--- src/rtl/grot_pkg.sv ---
package grot_pkg;

    // field width and the Q1.30 fraction of cos and sin
    localparam int DATA_W     = 32;
    localparam int Q_FRAC     = 30;
    localparam int QUO_W      = Q_FRAC + 1;
    localparam int RAD_W      = 2 * Q_FRAC + 2;
    // quotient bits after the first one, and root bits
    localparam int DIV_STEPS  = Q_FRAC;
    localparam int SQRT_STEPS = Q_FRAC + 1;

    localparam logic signed [DATA_W-1:0] SAT_MAX = {1'b0, {(DATA_W-1){1'b1}}};
    localparam logic signed [DATA_W-1:0] SAT_MIN = {1'b1, {(DATA_W-1){1'b0}}};
    localparam logic signed [DATA_W-1:0] ONE_Q30 = DATA_W'(1) << Q_FRAC;

    // values that ride along the stages up to the cos and sin selection
    typedef struct packed {
        logic                     func;
        logic                     ymz;
        logic                     neg;
        logic                     ybig;
        logic signed [DATA_W-1:0] x;
        logic signed [DATA_W-1:0] y;
        logic signed [DATA_W-1:0] cs_in;
        logic signed [DATA_W-1:0] sn_in;
        logic        [QUO_W-1:0]  t;
    } side_t;

    // restoring divider state
    typedef struct packed {
        side_t             side;
        logic [DATA_W-1:0] den;
        logic [DATA_W-1:0] rem;
        logic [QUO_W-1:0]  quo;
    } div_t;

    // digit-by-digit square root state
    typedef struct packed {
        side_t            side;
        logic [RAD_W-1:0] rad;
        logic [RAD_W-1:0] root;
    } sqrt_t;

endpackage

--- src/rtl/grot_div_step.sv ---
module grot_div_step (
    input  logic          aclk,
    input  logic          aresetn,
    input  logic          en,
    input  logic          valid_i,
    input  grot_pkg::div_t d_i,
    output logic          valid_o,
    output grot_pkg::div_t d_o
);
    import grot_pkg::*;

    logic              valid_reg;
    div_t              d_reg;
    div_t              d_next;
    logic [DATA_W:0]   shifted;
    logic [DATA_W:0]   diff;
    logic              ge;

    // one quotient bit per stage
    always_comb begin
        shifted     = {d_i.rem, 1'b0};
        diff        = shifted - {1'b0, d_i.den};
        ge          = shifted >= {1'b0, d_i.den};
        d_next      = d_i;
        d_next.rem  = ge ? diff[DATA_W-1:0] : shifted[DATA_W-1:0];
        d_next.quo  = {d_i.quo[QUO_W-2:0], ge};
    end

    always_ff @(posedge aclk) begin
        if (!aresetn) begin
            valid_reg <= 1'b0;
        end else if (en) begin
            valid_reg <= valid_i;
        end
    end

    always_ff @(posedge aclk) begin
        if (en) begin
            d_reg <= d_next;
        end
    end

    assign valid_o = valid_reg;
    assign d_o     = d_reg;

endmodule

--- config.mk ---
export PLATFORM = sky130hd
export DESIGN_NAME = grot_div_step
export DESIGN_NICKNAME = d
export VERILOG_FILES = /design/src/rtl/grot_pkg.sv /design/src/rtl/grot_div_step.sv
export SDC_FILE = /design/constraint.sdc
export NUM_CORES = 1
export LEC_CHECK = 0
export BUFFER_PORTS_ARGS = -buffer_cell sky130_fd_sc_hd__buf_2
export CORE_AREA = 4 4 199 201
export DETAILED_ROUTE_END_ITERATION = 10
export DIE_AREA = 0 0 203 205
export PLACE_DENSITY_LB_ADDON = 0.12
export SLEW_MARGIN = 20
export SYNTH_ARGS = -nofsm -noshare
export SYNTH_HDL_FRONTEND = slang
export SYNTH_SLANG_ARGS = --single-unit
--- constraint.sdc ---
create_clock -name aclk -period 2.4 [get_ports aclk]
set_input_delay 0.24 -clock aclk [delete_from_list [all_inputs] [get_ports aclk]]
set_output_delay 0.24 -clock aclk [all_outputs]
set_load 0.02 [all_outputs]
==> tab_implementation.tex, run 1 <==
\begin{tabular}{lr}
\hline
Metric & Value \\
\hline
\multicolumn{2}{l}{\textbf{Worst setup path}} \\
\quad Worst flop-to-flop path startpoint & valid\_o \\
\quad Critical path start-end classification & primary input to flop \\
\quad Worst-case reg-to-reg path depth & 3 \\
\quad Endpoint type of the worst setup path & flop \\
\quad FF-to-FF setup slack & roughly 1300 ps \\
\quad CP arrival & 2650 ps \\
\quad CP required & roughly 2800 ps \\
\quad Type of element launching the critical path & primary input \\
\quad Worst reg2reg endpoint & valid\_o \\
\quad Biggest fanout along the worst timing path & 11 \\
\multicolumn{2}{l}{\textbf{Die}} \\
\quad Die boundary height & 205 microns \\
\quad Core area & between 30000 and 40000 sq um \\
\quad Number of standard-cell rows in the floorplan & 71 \\
\quad Horizontal extent of the die & 203 microns \\
\quad Effective utilization at floorplan & 27.10\% \\
\quad I/O pin count & around 520 \\
\quad Die footprint & about 42000 sq um \\
\multicolumn{2}{l}{\textbf{Min path}} \\
\quad Number of cells on the worst hold path & 4 \\
\quad Hold endpoint & d\_o[34] \\
\quad Worst Min Path Start & d\_i[33] \\
\quad Hold Crit Class & primary input to flop \\
\multicolumn{2}{l}{\textbf{Clocking}} \\
\quad Clock transition at the register clock pins on the worst setup and hold paths after CTS & around 70 ps \\
\quad H-Tree Level Count & 1 \\
\quad Post-CTS setup buffer count & 0 \\
\quad Clock sink count & between 200 and 300 \\
\quad CTS Buffer Depth & 3 \\
\quad Clock insertion delay at the later pin of the skew report & 550 ps \\
\quad Number of buffers created by CTS & 30 \\
\quad Clock root buffer & sky130\_fd\_sc\_hd\_\_clkbuf\_16 \\
\quad Clock tree from TritonCTS & yes \\
\multicolumn{2}{l}{\textbf{Synth}} \\
\quad Largest area contributor in the netlist & sky130\_fd\_sc\_hd\_\_edfxtp\_1 \\
\quad Compound-Gate Fraction of Synth Area & a little under a tenth \\
\quad Synthesized flop and latch total & $\sim$260 \\
\quad Yosys Warn Count & 0 \\
\quad Share of cell area taken by muxes after synthesis & less than 1\% \\
\quad Post-Synthesis Cell Area & approximately 10000 sq um \\
\quad Synth Area in XOR/XNOR & 2.408\% \\
\quad Post-synthesis adder-cell area fraction & between 4 and 5\% \\
\quad Average cell area after synthesis & about 17 sq um \\
\quad Commonest register cell after synthesis & sky130\_fd\_sc\_hd\_\_edfxtp\_1 \\
\quad Ranking of synthesized cells by area & sky130\_fd\_sc\_hd\_\_edfxtp\_1 (76\%), sky130\_fd\_sc\_hd\_\_ha\_1 (3.9\%), sky130\_fd\_sc\_hd\_\_o21ai\_2 (2.6\%) \\
\quad Sequential cell area fraction in the yosys report & between 70 and 80\% \\
\quad Net count after synthesis & about 910 \\
\quad Cell count after synthesis & approximately 600 \\
\quad Combinational family with the most area after synthesis & compound AO/OA/AOI/OAI gates \\
\quad Fraction of the mapped netlist area in simple logic gates & 5.295\% \\
\quad Yosys top cell area share & roughly three quarters \\
\quad Number of distinct library cells after synthesis & a little over 50 \\
\quad Number of enable flip-flop cells after synthesis & $\sim$260 \\
\quad Synth async-reset ratio & 0\% \\
\multicolumn{2}{l}{\textbf{Pwr}} \\
\quad Power per cell area & roughly 710 nW/um\^{}2 \\
\quad Total leakage power & between 0.007 and 0.008 uW \\
\quad Peak supply drop & approximately 0.48 mV \\
\multicolumn{2}{l}{\textbf{Status}} \\
\quad Result of the run & finished, final reports clean \\
\multicolumn{2}{l}{\textbf{Layout}} \\
\quad Layout cell share with drive strength beyond 1 & 46.43\% \\
\quad Layout Area Growth over Synthesis & 73.81\% \\
\quad Number of fillers in the final layout & between 3000 and 4000 \\
\quad Final std cells w/o fill & 2043 \\
\quad \# nets final & 1797 \\
\multicolumn{2}{l}{\textbf{Place}} \\
\quad Number of placed cells counting well taps & $\sim$1700 \\
\quad Final weighted congestion in routability-driven placement & around 0.79 \\
\quad Input/output buffers & $\sim$520 \\
\quad Half-perimeter wire length after placement & roughly 29000 microns \\
\multicolumn{2}{l}{\textbf{Timing}} \\
\quad Pins over their slew limit & 0 \\
\quad Hold Vio Cnt, Final & 0 \\
\quad Remaining max-slew budget at the tightest pin & approximately three quarters \\
\quad Worst Hold Margin & $\sim$62 ps \\
\quad Slew at the pin closest to its max-slew limit & roughly 390 ps \\
\quad Fin crit share & a little over nine tenths \\
\quad Clock skew & 0 ps \\
\quad Setup repair after global routing missed its margin & no \\
\quad Setup TNS & 0 ps \\
\quad Peak Freq & approximately 440 MHz \\
\quad Final setup viols & 0 \\
\quad Final critical path time including I/O delays and setup & around 2300 ps \\
\multicolumn{2}{l}{\textbf{GRT}} \\
\quad Pin count of the biggest net entering global routing & 69 \\
\quad Global-route wire length before repair & $\sim$55000 microns \\
\quad Overall Global Routing Usage & 17.36\% \\
\quad Via count of the first global-routing pass & approximately 9000 \\
\quad Remaining global-route overflow & 0 \\
\quad Initial antenna violation count & 10 \\
\multicolumn{2}{l}{\textbf{Route}} \\
\quad Number of nets with antenna violations after routing & 0 \\
\quad DRC & 0 \\
\quad Avg WL per Cell & 18.78 microns \\
\quad Violation count after the first detailed-route iteration & 351 \\
\quad Mean number of vias per cell & 4.194 \\
\quad First-pass iteration count of the detailed router & 4 \\
\quad Total Wirelength & 38380 microns \\
\quad Number of vias after detailed routing & approximately 8600 \\
\multicolumn{2}{l}{\textbf{Job}} \\
\quad Maximum Capacitance Violations & 0 \\
\hline
\end{tabular}
-- power by group --
| group | total, uW | leakage, uW | internal [uW] | switching [uW] |
|---|---|---|---|---|
| sequential | 5550 | 0.00253 | 5450 | 97.9 |
| combinational | 2630 | 0.00476 | 1160 | 1480 |
| clock | 4400 | 0.000463 | 2500 | 1900 |
| total | 12600 | 0.00776 | 9110 | 3470 |
-- area by class of cell --
type	count	area [sq um]	area share, %
Clock buffer	31	754.5	4.263
Timing Repair Buffer	867	5921	33.45
Tap cell	511	639.4	3.612
Sequential cell	259	7767	43.89
Clock inverter	24	187.7	1.060
Antenna cell	7	17.52	0.09897
Inverter	41	153.9	0.8695
Multi-Input combinational cell	303	2258	12.76
-- metrics by stage --
stage | cell area (sq um) | setup WS (ps) | power (uW) | util [%]
after floorplan | 10270 | 6.588 | 6838 | -
after global placement | 14160 | -411.2 | 7944 | 37.70
after global routing | 17700 | 1.005 | 13140 | 47.09
after CTS | 17660 | 97.45 | 12750 | 47.00
final | 17700 | 140.7 | 12580 | 47.10
after detailed placement | 14160 | -419.2 | 7949 | 37.70
-- sequential cells by signal, summed over array words and instances (netlist names) --
| signal | cells |
|---|---|
| d_o | 258 |
| valid_o | 1 |
-- worst max-delay path by stage --
stage / start / endpoint / slack [ps] / cells past startpoint
floorplan: d_i[68] / d_o[35] / 7 / 11
global placement: d_i[32] / d_o[58] / -410 / 10
detailed placement: d_i[74] / d_o[59] / -420 / 11
CTS: d_i[54] / d_o[41] / 100 / 10
global route: d_i[91] / d_o[62] / 1 / 12
finish: d_i[91] / d_o[62] / 140 / 10
-- synthesized netlist by cell type (4+ instances only) --
cell type,n
sky130_fd_sc_hd__a211oi_1,4
sky130_fd_sc_hd__a21o_1,16
sky130_fd_sc_hd__a21oi_1,27
sky130_fd_sc_hd__buf_6,6
sky130_fd_sc_hd__clkbuf_1,7
sky130_fd_sc_hd__edfxtp_1,258
sky130_fd_sc_hd__ha_1,32
sky130_fd_sc_hd__inv_1,41
sky130_fd_sc_hd__nand2_1,49
sky130_fd_sc_hd__nand2b_1,4
sky130_fd_sc_hd__nand3_1,10
sky130_fd_sc_hd__nand3b_1,4
sky130_fd_sc_hd__nand4_1,8
sky130_fd_sc_hd__nor2_1,18
sky130_fd_sc_hd__nor2b_1,4
sky130_fd_sc_hd__nor3_1,4
sky130_fd_sc_hd__o211ai_1,4
sky130_fd_sc_hd__o21a_1,4
sky130_fd_sc_hd__o21ai_0,12
sky130_fd_sc_hd__o21ai_2,30
sky130_fd_sc_hd__o21bai_1,5
sky130_fd_sc_hd__xnor2_1,12
sky130_fd_sc_hd__xor2_1,16
-- per-layer routing --
metal / up-vias / global-route usage (%) / part of all wire (%)
li1: 4140 / - / -
met2: 301 / 32.91 / 53
met5: - / 0 / 0.14
met3: 62 / 4.306 / 7.0
met4: 6 / 5.262 / 2.7
met1: 4060 / 19.10 / 37
-- timing repair --
| item | 4_1_cts | 5_1_grt |
|---|---|---|
| gates resized for setup | 0 | 4 |
| setup endpoints to repair | 0 | 29 |
| hold buffers | 255 | 0 |
| hold endpoints to repair | 254 | 0 |
-- cell families (layout without fill, tap and decap cells) --
| family | Yosys count | after routing |
|---|---|---|
| fa+ha+maj | 33 | 33 |
| flops | 259 | 259 |
| simple gates | 113 | 113 |
| mux | 2 | 2 |
| compound gates | 127 | 127 |
| buf+inv | 55 | 963 |
| xor+xnor | 28 | 28 |
| other cells | 0 | 7 |
-- critical path: stages --
cell and delay [ps]:
sky130_fd_sc_hd__dlygate4sd3_1 530, sky130_fd_sc_hd__buf_2 110, sky130_fd_sc_hd__inv_1 50, sky130_fd_sc_hd__ha_1 290, sky130_fd_sc_hd__nand3_1 170, sky130_fd_sc_hd__o41a_1 440, sky130_fd_sc_hd__o2111a_1 140, sky130_fd_sc_hd__a21o_2 240
sky130_fd_sc_hd__buf_4 200, sky130_fd_sc_hd__o31ai_2 240
-- placed cells by master, fill, tap and decap left out, types with 25 or more instances in the layout --
master and instances:
sky130_fd_sc_hd__clkbuf_16 30, sky130_fd_sc_hd__o21ai_2 30, sky130_fd_sc_hd__a21oi_1 26, sky130_fd_sc_hd__buf_4 88, sky130_fd_sc_hd__inv_1 39, sky130_fd_sc_hd__nand2_1 49, sky130_fd_sc_hd__edfxtp_1 258, sky130_fd_sc_hd__ha_1 25
sky130_fd_sc_hd__dlygate4sd3_1 255, sky130_fd_sc_hd__buf_2 518
Power figures use the tool's default switching activity.
==> run 2, diff against run 1 <==
--- a/config.mk
+++ b/config.mk
@@ -9,7 +9,7 @@
 export CORE_AREA = 4 4 199 201
 export DETAILED_ROUTE_END_ITERATION = 10
 export DIE_AREA = 0 0 203 205
-export PLACE_DENSITY_LB_ADDON = 0.12
+export RECOVER_POWER = 50
 export SLEW_MARGIN = 20
 export SYNTH_ARGS = -nofsm -noshare
 export SYNTH_HDL_FRONTEND = slang
==> run 2 against run 1 <==
  * First-iteration DRC count increased by 40%
  * Utilization grew 0.63 points
  * Clock skew did not move
  * Non-clock buffer count grew 13
  * Routed wire length increased by 7.7%
  * Combinational power rose by 3%
  * Via count up 3.4%
  * Die area did not move
  * Worst hold slack got worse by 27 ps
  * Final cell count rose by 0.49%
  * Global-route usage is 1.3 points higher
  * Design area rose by 1.3%
  * Critical path type unchanged
  * Critical endpoint unchanged
  * Largest power group unchanged
  * Highest routed layer unchanged
==> tab_implementation.tex, run 2 (synthesis results as in run 1) <==
\begin{tabular}{lr}
\hline
Metric & Value \\
\hline
\multicolumn{2}{l}{\textbf{Layout}} \\
\quad Post-route cell area & 17940 sq um (+1.3\%) \\
\quad Commonest non-fill, non-tap cell in the layout & sky130\_fd\_sc\_hd\_\_buf\_2 \\
\quad Final design utilization & 47.73\% (+0.63 points) \\
\quad Area of the multi-input gates & 2271 sq um (+0.55\%) \\
\quad Leading cell types in the layout, fill and taps excluded & sky130\_fd\_sc\_hd\_\_buf\_2 (481), sky130\_fd\_sc\_hd\_\_edfxtp\_1 (258), sky130\_fd\_sc\_hd\_\_dlygate4sd3\_1 (252) \\
\quad Layout cell share with drive strength beyond 1 & 45.03\% (-1.4 points) \\
\quad Layout Area Growth over Synthesis & 76.13\% \\
\quad \# nets final & 1810 (+0.72\%) \\
\quad Number of fillers in the final layout & 3298 (-5.4\%) \\
\quad Sequential Area & 7767 sq um (unchanged) \\
\quad Number of flip-flops in the largest register & 258 (unchanged) \\
\multicolumn{2}{l}{\textbf{Route}} \\
\quad DRC & 0 (unchanged) \\
\quad First-pass iteration count of the detailed router & 4 (unchanged) \\
\quad Mean number of vias per cell & 4.316 (+2.9\%) \\
\quad Total Wirelength & 41340 microns (+7.7\%) \\
\quad Number of vias after detailed routing & 8860 (+3.4\%) \\
\quad Avg WL per Cell & 20.13 microns (+7.2\%) \\
\quad Violation count after the first detailed-route iteration & 490 (+40\%) \\
\quad Number of nets with antenna violations after routing & 0 (unchanged) \\
\multicolumn{2}{l}{\textbf{Die}} \\
\quad I/O pin count & 521 (unchanged) \\
\quad Number of standard-cell rows in the floorplan & 71 (unchanged) \\
\quad Die boundary height & 205 microns (unchanged) \\
\quad Core area & 37580 sq um (unchanged) \\
\quad Horizontal extent of the die & 203 microns (unchanged) \\
\quad Die footprint & 41620 sq um (unchanged) \\
\quad Effective utilization at floorplan & 27.10\% (unchanged) \\
\multicolumn{2}{l}{\textbf{Worst setup path}} \\
\quad Critical path origin & d\_i[32] \\
\quad CP arrival & 2660 ps (about the same) \\
\quad Biggest fanout along the worst timing path & 4 (-7) \\
\quad Type of element launching the critical path & primary input \\
\quad Worst flop-to-flop path startpoint & valid\_o \\
\quad Endpoint type of the worst setup path & flop \\
\quad CP required & 2780 ps (about the same) \\
\quad Critical path start-end classification & primary input to flop \\
\multicolumn{2}{l}{\textbf{Place}} \\
\quad Area of placed instances & 14260 sq um (+0.65\%) \\
\quad Final weighted congestion in routability-driven placement & 0.8408 (+5.8\%) \\
\quad Half-perimeter wire length after placement & 29870 microns (+2.0\%) \\
\quad Input/output buffers & 519 (unchanged) \\
\quad Pre-CTS setup slack & -507.8 ps (-88.64 ps) \\
\multicolumn{2}{l}{\textbf{Timing}} \\
\quad Setup repair after global routing missed its margin & no \\
\quad Fin crit share & 94.97\% (+0.83 points) \\
\quad Final setup viols & 0 (unchanged) \\
\quad Clock skew & 0 ps (unchanged) \\
\quad Pins over their slew limit & 0 (unchanged) \\
\quad Hold Vio Cnt, Final & 0 (unchanged) \\
\quad Slew at the pin closest to its max-slew limit & 1443 ps (+1050 ps) \\
\quad Remaining max-slew budget at the tightest pin & 3.824\% (-70 points) \\
\quad Final critical path time including I/O delays and setup & 2279 ps (+19.97 ps) \\
\quad Peak Freq & 438.7 MHz (-0.88\%) \\
\quad Worst path setup slack after routing & 120.8 ps (-19.97 ps) \\
\multicolumn{2}{l}{\textbf{GRT}} \\
\quad Remaining global-route overflow & 0 (unchanged) \\
\quad Via count of the first global-routing pass & 9476 (+5.5\%) \\
\quad Overall Global Routing Usage & 18.63\% (+1.3 points) \\
\quad Initial antenna violation count & 5 (-5) \\
\quad Global-route wire length before repair & 59430 microns (+7.4\%) \\
\quad Pin count of the biggest net entering global routing & 71 (+2.9\%) \\
\multicolumn{2}{l}{\textbf{Pwr}} \\
\quad Total leakage power & 0.007810 uW (+0.65\%) \\
\quad Overall power & 13520 uW (+7.4\%) \\
\quad Power per cell area & 753.7 nW/um\^{}2 (+6.0\%) \\
\quad Peak supply drop & 0.5067 mV (+6.6\%) \\
\multicolumn{2}{l}{\textbf{Clocking}} \\
\quad H-Tree Level Count & 1 (unchanged) \\
\quad CTS Buffer Depth & 3 (unchanged) \\
\quad Clock insertion delay at the later pin of the skew report & 550 ps (about the same) \\
\quad Clock root buffer & sky130\_fd\_sc\_hd\_\_clkbuf\_16 \\
\quad Clock sink count & 259 (unchanged) \\
\quad Clock tree from TritonCTS & yes \\
\quad Post-CTS setup buffer count & 0 (unchanged) \\
\quad Clock transition at the register clock pins on the worst setup and hold paths after CTS & 60 ps (about the same) \\
\quad Number of buffers created by CTS & 30 (unchanged) \\
\multicolumn{2}{l}{\textbf{Min path}} \\
\quad Worst Min Path Start & d\_i[46] \\
\quad Hold Crit Class & primary input to flop \\
\multicolumn{2}{l}{\textbf{Status}} \\
\quad Result of the run & finished, final reports clean \\
\multicolumn{2}{l}{\textbf{Job}} \\
\quad Maximum Capacitance Violations & 0 (unchanged) \\
\hline
\end{tabular}
-- run 2: cell count changes in the layout (fill, tap and decap cells not counted), sizes merged --
cell         delta
dlygate4sd3     -3
clkbuf         +48
diode           -4
inv             +3
bufinv          +7
clkinv         -12
buf            -29
-- run 2: area by class of cell --
class / instances / share of cell area (%)
diodes: 3 / 0.04186
clock buffers: 34 / 4.269
clock inverters: 22 / 2.079
inverters: 41 / 0.8580
multi-input cells: 303 / 12.66
flip-flops and latches: 259 / 43.31
well taps: 511 / 3.565
repair buffers: 880 / 33.22
-- run 2: through the flow --
step | setup TNS (ps) | hold slack [ps] | cells
2_1_floorplan | 0 | 338.9 | 617
3_3_place_gp | -11800 | 417.0 | 1740
3_5_place_dp | -12760 | 418.2 | 1740
4_1_cts | 0 | 5.623 | 2048
5_1_grt | 0 | 22.70 | 2052
6_report | 0 | 34.61 | 2053
-- run 2: power breakdown --
part | internal, uW | switching, uW | total, uW
Combinational | 1180 | 1540 | 2720
Sequential | 5460 | 120 | 5580
Clock | 3290 | 1930 | 5220
-- run 2: critical path: stages --
cell,delay [ps]
sky130_fd_sc_hd__buf_2,110
sky130_fd_sc_hd__ha_1,340
sky130_fd_sc_hd__buf_4,160
sky130_fd_sc_hd__nand3b_1,90
sky130_fd_sc_hd__a21oi_1,160
sky130_fd_sc_hd__buf_4,190
sky130_fd_sc_hd__o31a_1,300
sky130_fd_sc_hd__o21ai_2,220
sky130_fd_sc_hd__a31oi_1,190
sky130_fd_sc_hd__o211a_1,280
sky130_fd_sc_hd__o21a_1,180
sky130_fd_sc_hd__o31ai_2,190
-- run 2: path summary, 6_finish.rpt --
check	end	slack [ps]	cells after the start
max	d_o[62]	120	12
min	d_o[47]	30	3
max reg2reg	valid_o	1210	3
min reg2reg	valid_o	1130	3
-- run 2: routing by layer --
layer  track usage (%)  vias up  wire [microns]
met3             4.306       90            2835
met5                 0        -              47
met4             8.996        6            2162
met1             20.68     4224           14880
li1                  -     4147               -
met2             33.69      393           21410
-- run 2: repair_timing --
item                                   CTS  global route
endpoints found under the hold margin  251             0
setup endpoints to repair                0            15
resized for setup                        0             6
hold buffers                           252             0
==> run 3, diff against run 2 <==
--- a/config.mk
+++ b/config.mk
@@ -6,9 +6,13 @@
 export NUM_CORES = 1
 export LEC_CHECK = 0
 export BUFFER_PORTS_ARGS = -buffer_cell sky130_fd_sc_hd__buf_2
-export CORE_AREA = 4 4 199 201
+export CELL_PAD_IN_SITES_DETAIL_PLACEMENT = 1
+export CELL_PAD_IN_SITES_GLOBAL_PLACEMENT = 2
+export CORE_MARGIN = 4
+export CORE_UTILIZATION = 26
 export DETAILED_ROUTE_END_ITERATION = 10
-export DIE_AREA = 0 0 203 205
+export HOLD_SLACK_MARGIN = 0.15
+export PLACE_DENSITY_LB_ADDON = 0.1
 export RECOVER_POWER = 50
 export SLEW_MARGIN = 20
 export SYNTH_ARGS = -nofsm -noshare
==> run 3 against run 2 <==
  * Sequential share of layout area up 0.46 points
  * Combinational power about the same
  * Largest cell class unchanged
  * Setup slack worse by 19 ps
  * Largest power group unchanged
  * Final cell count up 0.83%
  * Clock power down 16%
  * Global-route usage up 1.3 points
  * Sequential power about the same
  * Via count up 0.12%
  * Register-to-register slack better by 30 ps
  * Design area down 1.0%
==> tab_implementation.tex, run 3 (synthesis results as in run 1) <==
\begin{tabular}{lr}
\hline
Metric & Value \\
\hline
\multicolumn{2}{l}{\textbf{Timing}} \\
\quad Slew at the pin closest to its max-slew limit & 1265 ps (-177.9 ps) \\
\quad Remaining max-slew budget at the tightest pin & 15.69\% (+12 points) \\
\quad Peak Freq & 435.0 MHz (-0.85\%) \\
\quad Final setup viols & 0 (unchanged) \\
\quad Hold Vio Cnt, Final & 0 (unchanged) \\
\quad Pins over their slew limit & 0 (unchanged) \\
\quad Fin crit share & 95.78\% (+0.81 points) \\
\quad Clock skew & 0 ps (unchanged) \\
\quad Final critical path time including I/O delays and setup & 2299 ps (+19.47 ps) \\
\quad Worst Hold Margin & 182.8 ps (+148.2 ps) \\
\multicolumn{2}{l}{\textbf{Pwr}} \\
\quad Total leakage power & 0.007647 uW (-2.1\%) \\
\quad Power per cell area & 712.2 nW/um\^{}2 (-5.5\%) \\
\quad Peak supply drop & 0.5181 mV (+2.3\%) \\
\multicolumn{2}{l}{\textbf{Die}} \\
\quad Die boundary height & 205.9 microns (+0.44\%) \\
\quad I/O pin count & 521 (unchanged) \\
\quad Die footprint & 42400 sq um (+1.9\%) \\
\quad Horizontal extent of the die & 205.9 microns (+1.4\%) \\
\quad Core area & 38650 sq um (+2.8\%) \\
\quad Number of standard-cell rows in the floorplan & 72 (+1.4\%) \\
\quad Effective utilization at floorplan & 26.35\% (-0.75 points) \\
\multicolumn{2}{l}{\textbf{Job}} \\
\quad Maximum Capacitance Violations & 0 (unchanged) \\
\multicolumn{2}{l}{\textbf{Worst setup path}} \\
\quad CP arrival & 2600 ps (-60 ps) \\
\quad Bufs and invs on worst path & 3 (unchanged) \\
\quad Type of element launching the critical path & primary input \\
\quad Biggest fanout along the worst timing path & 24 (+20) \\
\quad Critical path start-end classification & primary input to flop \\
\quad CP required & 2700 ps (-80 ps) \\
\quad Worst reg2reg endpoint & valid\_o \\
\quad Worst-case reg-to-reg path depth & 3 (unchanged) \\
\quad Slowest cell on crit path & sky130\_fd\_sc\_hd\_\_dlygate4sd3\_1 \\
\quad Worst flop-to-flop path startpoint & valid\_o \\
\quad Endpoint type of the worst setup path & flop \\
\quad Highest cell delay on the worst timing path & 550 ps (+210 ps) \\
\quad Worst path top cell family by delay & buffers and inverters \\
\quad Cells traversed along the worst timing path & dlygate4sd3\_1 -> buf\_2 -> ha\_2 -> nand4\_1 -> nor2\_1 -> nand2\_1 -> a31o\_2 -> o2111a\_1 -> a21o\_4 -> buf\_12 -> nand2\_1 -> o21ai\_2 \\
\quad Worst path most repeated cell & sky130\_fd\_sc\_hd\_\_nand2\_1 \\
\quad FF-to-FF setup slack & 1240 ps (+30 ps) \\
\multicolumn{2}{l}{\textbf{Clocking}} \\
\quad Clock root buffer & sky130\_fd\_sc\_hd\_\_clkbuf\_16 \\
\quad CTS Buffer Depth & 3 (unchanged) \\
\quad Clock tree from TritonCTS & yes \\
\quad Number of buffers created by CTS & 31 (+3.3\%) \\
\quad H-Tree Level Count & 1 (unchanged) \\
\quad Clock sink count & 259 (unchanged) \\
\quad Clock insertion delay at the later pin of the skew report & 560 ps (about the same) \\
\quad Clock transition at the register clock pins on the worst setup and hold paths after CTS & 60 ps (about the same) \\
\quad Post-CTS setup buffer count & 0 (unchanged) \\
\multicolumn{2}{l}{\textbf{Layout}} \\
\quad Layout Area Growth over Synthesis & 74.28\% \\
\quad Commonest non-fill, non-tap cell in the layout & sky130\_fd\_sc\_hd\_\_buf\_2 \\
\quad Final std cells w/o fill & 2070 (+0.83\%) \\
\quad Leading cell types in the layout, fill and taps excluded & sky130\_fd\_sc\_hd\_\_buf\_2 (447), sky130\_fd\_sc\_hd\_\_dlygate4sd3\_1 (259), sky130\_fd\_sc\_hd\_\_edfxtp\_1 (258) \\
\quad \# nets final & 1816 (+0.33\%) \\
\quad Number of flip-flops in the largest register & 258 (unchanged) \\
\quad Layout cell share with drive strength beyond 1 & 42.32\% (-2.7 points) \\
\multicolumn{2}{l}{\textbf{GRT}} \\
\quad Overall Global Routing Usage & 19.95\% (+1.3 points) \\
\quad Remaining global-route overflow & 0 (unchanged) \\
\quad Initial antenna violation count & 13 (+8) \\
\quad Global-route wire length before repair & 62980 microns (+6.0\%) \\
\quad Via count of the first global-routing pass & 9600 (+1.3\%) \\
\quad Pin count of the biggest net entering global routing & 51 (-28\%) \\
\multicolumn{2}{l}{\textbf{Route}} \\
\quad First-pass iteration count of the detailed router & 7 (+3) \\
\quad DRC & 0 (unchanged) \\
\quad Avg WL per Cell & 21.60 microns (+7.3\%) \\
\quad Total Wirelength & 44720 microns (+8.2\%) \\
\quad Number of nets with antenna violations after routing & 0 (unchanged) \\
\quad Number of vias after detailed routing & 8871 (+0.12\%) \\
\quad Mean number of vias per cell & 4.286 (-0.70\%) \\
\quad Violation count after the first detailed-route iteration & 392 (-20\%) \\
\multicolumn{2}{l}{\textbf{Place}} \\
\quad Final weighted congestion in routability-driven placement & 0.7971 (-5.2\%) \\
\quad Half-perimeter wire length after placement & 33010 microns (+11\%) \\
\quad Number of placed cells counting well taps & 1746 (+0.34\%) \\
\quad Input/output buffers & 519 (unchanged) \\
\multicolumn{2}{l}{\textbf{Min path}} \\
\quad Hold endpoint & d\_o[32] \\
\quad Number of cells on the worst hold path & 3 (unchanged) \\
\quad Hold Crit Class & primary input to flop \\
\quad Worst Min Path Start & d\_i[63] \\
\multicolumn{2}{l}{\textbf{Status}} \\
\quad Result of the run & finished, final reports clean \\
\hline
\end{tabular}
## run 3: changes by cell type in the layout (fill, tap and decap cells not counted), sizes merged
| cell | change |
|---|---|
| inv | -4 |
| clkinv | +11 |
| diode | +6 |
| buf | -34 |
| dlygate4sd3 | +7 |
| bufinv | -8 |
| clkbuf | +32 |
## run 3: worst reg2reg max path, cell delays in order (launching register included)
cell and delay (ps):
sky130_fd_sc_hd__dfxtp_1 310, sky130_fd_sc_hd__mux2i_1 130, sky130_fd_sc_hd__nor2b_1 60, sky130_fd_sc_hd__dlygate4sd3_1 550
## run 3: layout make-up
type                    count  area [sq um]
flip-flops and latches    259          7767
repair buffers            885          5962
diodes                      9         22.52
fillers                  4157         20900
multi-input cells         303          2273
inverters                  41         153.9
clock buffers              34         787.0
clock inverters            21         133.9
well taps                 518         648.1
## run 3: repair_timing
action,CTS,global route
hold buffers,259,1
endpoints found under the hold margin,301,1
gates resized for setup,0,8
endpoints found under the setup margin,0,26
## run 3: report_power, final
group          internal (uW)  total, uW  leakage, uW  switching [uW]
Sequential              5460       5570      0.00253             112
Combinational           1160       2710      0.00466            1550
Clock                   2450       4360     0.000455            1910
## run 3: per-layer routing
metal  wire length [microns]  vias to the layer above  global-route usage, %
met2                   23290                      305                  35.99
met4                    1771                        8                  7.747
met3                    2751                       82                  4.441
li1                        -                     4161                      -
met1                   16840                     4315                  23.08
met5                      61                        -                      0
## run 3: through the flow
stage | power (uW) | utilization [%] | setup TNS [ps] | cell area, sq um | setup WS [ps]
after detailed placement | 8021 | 36.96 | -14680 | 14280 | -536.8
after floorplan | 6838 | - | 0 | 10270 | 6.588
after global routing | 13230 | 45.91 | -8.408 | 17740 | -8.408
final | 12640 | 45.92 | 0 | 17750 | 101.3
after CTS | 12800 | 46.05 | 0 | 17800 | 47.24
after global placement | 7992 | 36.96 | -13130 | 14280 | -529.4
## run 3: worst max-delay path by stage
stage	startpoint	to	cells after the start
after floorplan	d_i[68]	d_o[35]	11
after global placement	d_i[65]	d_o[58]	12
after detailed placement	d_i[76]	d_o[62]	12
after CTS	d_i[63]	d_o[62]	12
after global routing	d_i[91]	d_o[62]	12
final	d_i[54]	d_o[46]	12
